### config.mk
export PLATFORM = sky130hd
export DESIGN_NAME = idb_cell
export DESIGN_NICKNAME = d
export VERILOG_FILES = /design/src/rtl/idb_pkg.sv /design/src/rtl/idb_cell.sv
export SDC_FILE = /design/constraint.sdc
export NUM_CORES = 1
export LEC_CHECK = 0
export BUFFER_PORTS_ARGS = -buffer_cell sky130_fd_sc_hd__buf_2
export CORE_ASPECT_RATIO = 1.5
export CORE_UTILIZATION = 45
export CTS_BUF_LIST = sky130_fd_sc_hd__clkbuf_4
export DETAILED_ROUTE_END_ITERATION = 16
export PLACE_DENSITY = 0.86
export SETUP_SLACK_MARGIN = 0.15
export SLEW_MARGIN = 20
export SYNTH_ARGS = -nofsm -noshare
export SYNTH_HDL_FRONTEND = slang
export SYNTH_SLANG_ARGS = --single-unit
### constraint.sdc
create_clock -name clk -period 4.56 [get_ports clk]
set_input_delay 1.14 -clock clk [delete_from_list [all_inputs] [get_ports clk]]
set_output_delay 1.14 -clock clk [all_outputs]
set_load 0.1 [all_outputs]
### src/rtl/idb_pkg.sv
// Shared types and codes for the indexed deque buffer.
package idb_pkg;

  localparam int REQ_W  = 3;
  localparam int POS_W  = 6;
  localparam int VAL_W  = 32;
  localparam int STAT_W = 2;
  localparam int OCC_W  = 7;

  typedef enum logic [REQ_W-1:0] {
    REQ_PUSH_FRONT = 3'd0,
    REQ_PUSH_BACK  = 3'd1,
    REQ_POP_FRONT  = 3'd2,
    REQ_POP_BACK   = 3'd3,
    REQ_READ       = 3'd4,
    REQ_WRITE      = 3'd5
  } req_code_t;

  typedef enum logic [STAT_W-1:0] {
    STAT_OK    = 2'd0,
    STAT_FULL  = 2'd1,
    STAT_EMPTY = 2'd2,
    STAT_RANGE = 2'd3
  } stat_code_t;

  typedef struct packed {
    logic [REQ_W-1:0] req_type;
    logic [POS_W-1:0] position;
    logic [VAL_W-1:0] value_in;
  } in_t;

  typedef struct packed {
    logic [VAL_W-1:0]  value_out;
    logic [STAT_W-1:0] status;
    logic [OCC_W-1:0]  occupancy;
  } out_t;

  // What every cell does with its entry this cycle.
  typedef enum logic [1:0] {
    CELL_HOLD       = 2'd0,
    CELL_TAKE_LEFT  = 2'd1,
    CELL_TAKE_RIGHT = 2'd2,
    CELL_WRITE_HIT  = 2'd3
  } cell_op_t;

  typedef struct packed {
    cell_op_t op;
    logic     load;   // capture the targeted entry onto the read-out bus
  } cell_ctl_t;

endpackage

### src/rtl/idb_cell.sv
// One storage cell of the deque chain: an entry plus one stage of the read-out bus.
module idb_cell #(
  parameter int DATA_WIDTH = 32,
  parameter int IDX_W      = 6,
  parameter int INDEX      = 0
) (
  input  logic                  clk,
  input  idb_pkg::cell_ctl_t    ctl,
  input  logic [IDX_W-1:0]      target,
  input  logic [DATA_WIDTH-1:0] wr_val,
  input  logic [DATA_WIDTH-1:0] left,
  input  logic [DATA_WIDTH-1:0] right,
  input  logic [DATA_WIDTH-1:0] bus_in,
  output logic [DATA_WIDTH-1:0] data,
  output logic [DATA_WIDTH-1:0] bus
);

  logic hit;

  assign hit = (target == IDX_W'(INDEX));

  always_ff @(posedge clk) begin
    unique case (ctl.op)
      idb_pkg::CELL_TAKE_LEFT:  data <= left;
      idb_pkg::CELL_TAKE_RIGHT: data <= right;
      idb_pkg::CELL_WRITE_HIT: begin
        if (hit) begin
          data <= wr_val;
        end
      end
      default: data <= data;
    endcase
  end

  // Read-out bus moves one cell toward the front each cycle, except when load captures the entry.
  always_ff @(posedge clk) begin
    if (ctl.load) begin
      bus <= hit ? data : '0;
    end else begin
      bus <= bus_in;
    end
  end

endmodule
Word level (Yosys, flattened, before mapping) --
Index checks and enable logic that the tools add are counted.
Word-level totals: register bits 64, word-level logic and storage cells 13
Operators by class: equal/unequal tests 4, mux-type cells 4, reduce and logical (&&, ||, !) cells 3
Operators with widths (number):
- 32-bit two-way mux | 3
- 32-bit case mux with 3 select lines | 1
- 6-bit zero test | 1
- 2-bit == test, second input constant | 2
- 3-bit nonzero test | 1
- 2-bit by 1-bit == test with 1-bit output, second input constant | 1
- 2-bit != test, second input constant | 1
- 2-bit AND reduction | 1

Depth between registers and ports, before layout --
depth in word-level cells 3, mapped depth 4

Worst setup path after synthesis --
No wires, ideal clock.
path type input -> register, from input target[1], to register data[0], enable pin, setup time 0.374 ns, arrival 2.203 ns, slack 1.983 ns, cell stages on the path 3, buffers on the path 1, path through nor4_4 -> buf_6 -> a21o_2
On the way: word-level cells in the longest chain between the ends 3
RTL lines:
- start: declaration | RTL line idb_cell.sv:9 | input logic [IDX_W-1:0] target,
- 6-bit zero test | RTL line idb_cell.sv:20 | assign hit = (target == IDX_W'(INDEX));
- 2-bit != test (no source line)
- 2-bit AND reduction (no source line)
- end signal: assignment | RTL line idb_cell.sv:24 | idb_pkg::CELL_TAKE_LEFT: data <= left;
- end signal: assignment | RTL line idb_cell.sv:25 | idb_pkg::CELL_TAKE_RIGHT: data <= right;
- end signal: assignment | RTL line idb_cell.sv:28 | data <= wr_val;
- end: declaration | RTL line idb_cell.sv:14 | output logic [DATA_WIDTH-1:0] data,
No other way between the ends. A chain may end at the register's enable or synchronous reset.

Worst setup path after layout --
from input target[1], to register data[29], enable pin
The elaborated chain is that of the path after synthesis.

==> impl_metrics.env <==
export IMPL_status="completed"
export IMPL_final_area_um2=4070
export IMPL_synthCells=253
export IMPL_synth_top_family_by_area="compound AO/OA/AOI/OAI gates"
export IMPL_cts_setup_buffers=0
export IMPL_grt_pass1_vias=2440
export IMPL_path_max_fanout=33
export IMPL_synth_edf_count=32
export IMPL_cts_buffer_depth=2
export IMPL_ys_types=18
export IMPL_cts_buffers=9
export IMPL_worstPathRequired_ps=4570
export IMPL_clock_power_share=0.239
export IMPL_maxCapViolCount=0
export IMPL_synth_seq_cells=64
export IMPL_track_usage=0.232
export IMPL_yosysTopAreaCell="edfxtp_1"
export IMPL_slew_headroom=0.311
export IMPL_drtIter0Drc=114
export IMPL_antenna_found_initial=0
export IMPL_die_area_um2=6810
export IMPL_leakage_nw=2.18
export IMPL_row_count=35
export IMPL_synth_most_common_cell="nor2_1"
export IMPL_avgSynthCellArea_um2=11.5
export IMPL_core_um2=6220
export IMPL_synth_commonest_cells="33 x nor2_1, 32 x a21oi_1, 32 x dfxtp_1, 32 x edfxtp_1, 32 x mux2i_1"
export IMPL_synthAdderAreaFrac=0
export IMPL_fin_util=0.655
export IMPL_hold_violations=0
export IMPL_p_sw_mw=0.759
export IMPL_tightest_slew_ps=1030
export IMPL_drt_total_wl_mm=8.04
export IMPL_skew_ps=14.6
export IMPL_synth_area_mux_share=0.110
export IMPL_cts_tree="built"
export IMPL_period_needed_ps=2570
export IMPL_p_comb_frac=0.371
export IMPL_start_kind="input port"
export IMPL_dpl_hpwl_mm=5.99
export IMPL_synth_xor_area_frac=0.00300
export IMPL_worstReg2RegEnd="bus[3]"
export IMPL_fin_crit_sh=0.564
export IMPL_synth_top_cell_area_share=0.330
export IMPL_vias=2666
export IMPL_yosysSeqAreaShare=0.549
export IMPL_p_int_mw=1.04
export IMPL_gr_total_overflow=0
export IMPL_max_freq_mhz=389
export IMPL_fillers=518
export IMPL_p_seq_frac=0.390
export IMPL_cts_root_buf="clkbuf_4"
export IMPL_synth_ff_type="edfxtp_1"
export IMPL_die_x_um=67.7
export IMPL_pre_cts_ws_ps=1580
export IMPL_p_total_mw=1.80
export IMPL_cp_arrival_ps=2580
export IMPL_finalSetupViolCount=0
export IMPL_r2r_start="data[3]"
export IMPL_ant_nets=0
export IMPL_synth_area_um2=2920
export IMPL_ys_warn_count=0
export IMPL_diodes=0
export IMPL_ir_drop_uv=239
export IMPL_power_density_nw_per_um2=441
export IMPL_cts_resized_gates=0
export IMPL_rr_worst_depth=1
export IMPL_synth_net_count=391
export IMPL_synth_area_leaders="edfxtp_1 33%, dfxtp_1 22%, mux2i_1 11%"
export IMPL_drc=0
export IMPL_h_tree_depth=3
export IMPL_area_growth_pct=39.7
export IMPL_boundaryPins=202
export IMPL_grt_first_pass_wirelength_mm=11.5
export IMPL_place_congestion=0.839
export IMPL_vias_per_cell=5.09
export IMPL_final_nets=583
export IMPL_grt_max_degree=65
export IMPL_end_kind="flop"
export IMPL_worstSetupPathType="input port to flop"
export IMPL_synth_compound_area_share=0.169
export IMPL_rsz0062_at_grt="false"
export IMPL_drive_gt1_frac=0.504
export IMPL_final_setup_tns_ps=0
export IMPL_hp_class="flop to flop"
export IMPL_placed_area_um2=3910
export IMPL_start_util=0.469
export IMPL_async_flop_share=0
export IMPL_numPortBuffers=201
export IMPL_path_clk_slew_ps=110
export IMPL_yosys_area_share_simple=0.123
export IMPL_startpoint="target[1]"
export IMPL_first_pass_iters=4
export IMPL_wl_per_cell_um=15.3
export IMPL_dieHeight_um=101
export IMPL_clk_latency_ps=380
export IMPL_slew_violations=0
export IMPL_clock_sinks=64
export IMPL_swShare=0.422
export IMPL_cts_hold_buf=0
export IMPL_crit_path_end="data[29]"
export IMPL_fin_ws_ps=1990
export IMPL_ff2ff_setup_slack_ps=3800
-- cell type report --
class	instances	area [um2]	area share
clock inverter	4	70.1	0.0172
clock buffer	12	90.1	0.0221
tap	74	92.6	0.0227
sequential	64	1600	0.393
timing repair buffer	205	1040	0.254
multi-input combinational	165	1180	0.290
-- kinds of logic (layout without fill, tap and decap cells) --
kind of cell,Yosys count,after routing
AO/OA/AOI/OAI,65,65
multiplexers,32,32
AND/OR/NAND/NOR,67,67
XOR/XNOR,1,1
flip-flops,64,64
buffers and inverters,24,221
-- registers in the layout, indices dropped and copies added, names as in the netlist --
register  count
bus          32
data         32
-- worst min path at each step --
stage          depth (start not counted)  startpoint       to  slack [ps]
4_1_cts                                1    data[22]  bus[22]         520
6_report                               1    data[22]  bus[22]         520
3_3_place_gp                           1    data[30]  bus[30]         490
3_5_place_dp                           1     data[9]   bus[9]         510
2_1_floorplan                          1    data[30]  bus[30]        1130
5_1_grt                                1     data[6]   bus[6]         540
-- power by group through the flow --
stage                     clock network [mW]  registers (mW)  logic, mW
after CTS                              0.440           0.702      0.669
after floorplan                            0            1.15     0.0977
after global routing                   0.465           0.709      0.690
after global placement                     0           0.711      0.660
after detailed placement                   0           0.715      0.668
final                                  0.430           0.702      0.666
-- per-stage QoR --
step	std cells	hold slack (ps)
CTS	524	523
detailed placement	508	512
global route	524	539
finish	524	515
floorplan	253	1130
global placement	508	490
-- routing by layer --
| layer | vias to the layer above | global-route usage | wire [um] |
|---|---|---|---|
| met3 | 17 | 0.0407 | 443 |
| li1 | 1331 | - | - |
| met2 | 116 | 0.414 | 4430 |
| met4 | 0 | 0.129 | 207 |
| met5 | - | 0 | 0 |
| met1 | 1202 | 0.248 | 2960 |
-- cells in the final DEF, fill, tap and decap left out --
master / instances
a21o_2: 1
a21oi_1: 32
a41o_1: 29
a41o_2: 3
and2b_1: 4
buf_2: 201
buf_4: 4
bufinv_16: 2
clkbuf_4: 12
clkinv_2: 2
dfxtp_1: 32
edfxtp_1: 32
mux2i_1: 32
nor2_1: 32
nor2_2: 1
nor2b_1: 28
nor3b_1: 1
nor4_4: 1
xor2_1: 1
-- worst max-delay path: stages --
cell and delay [ps]:
buf_2 110, nor4_4 250, buf_4 380, a21o_2 680
(Power assumes the default switching activity.)
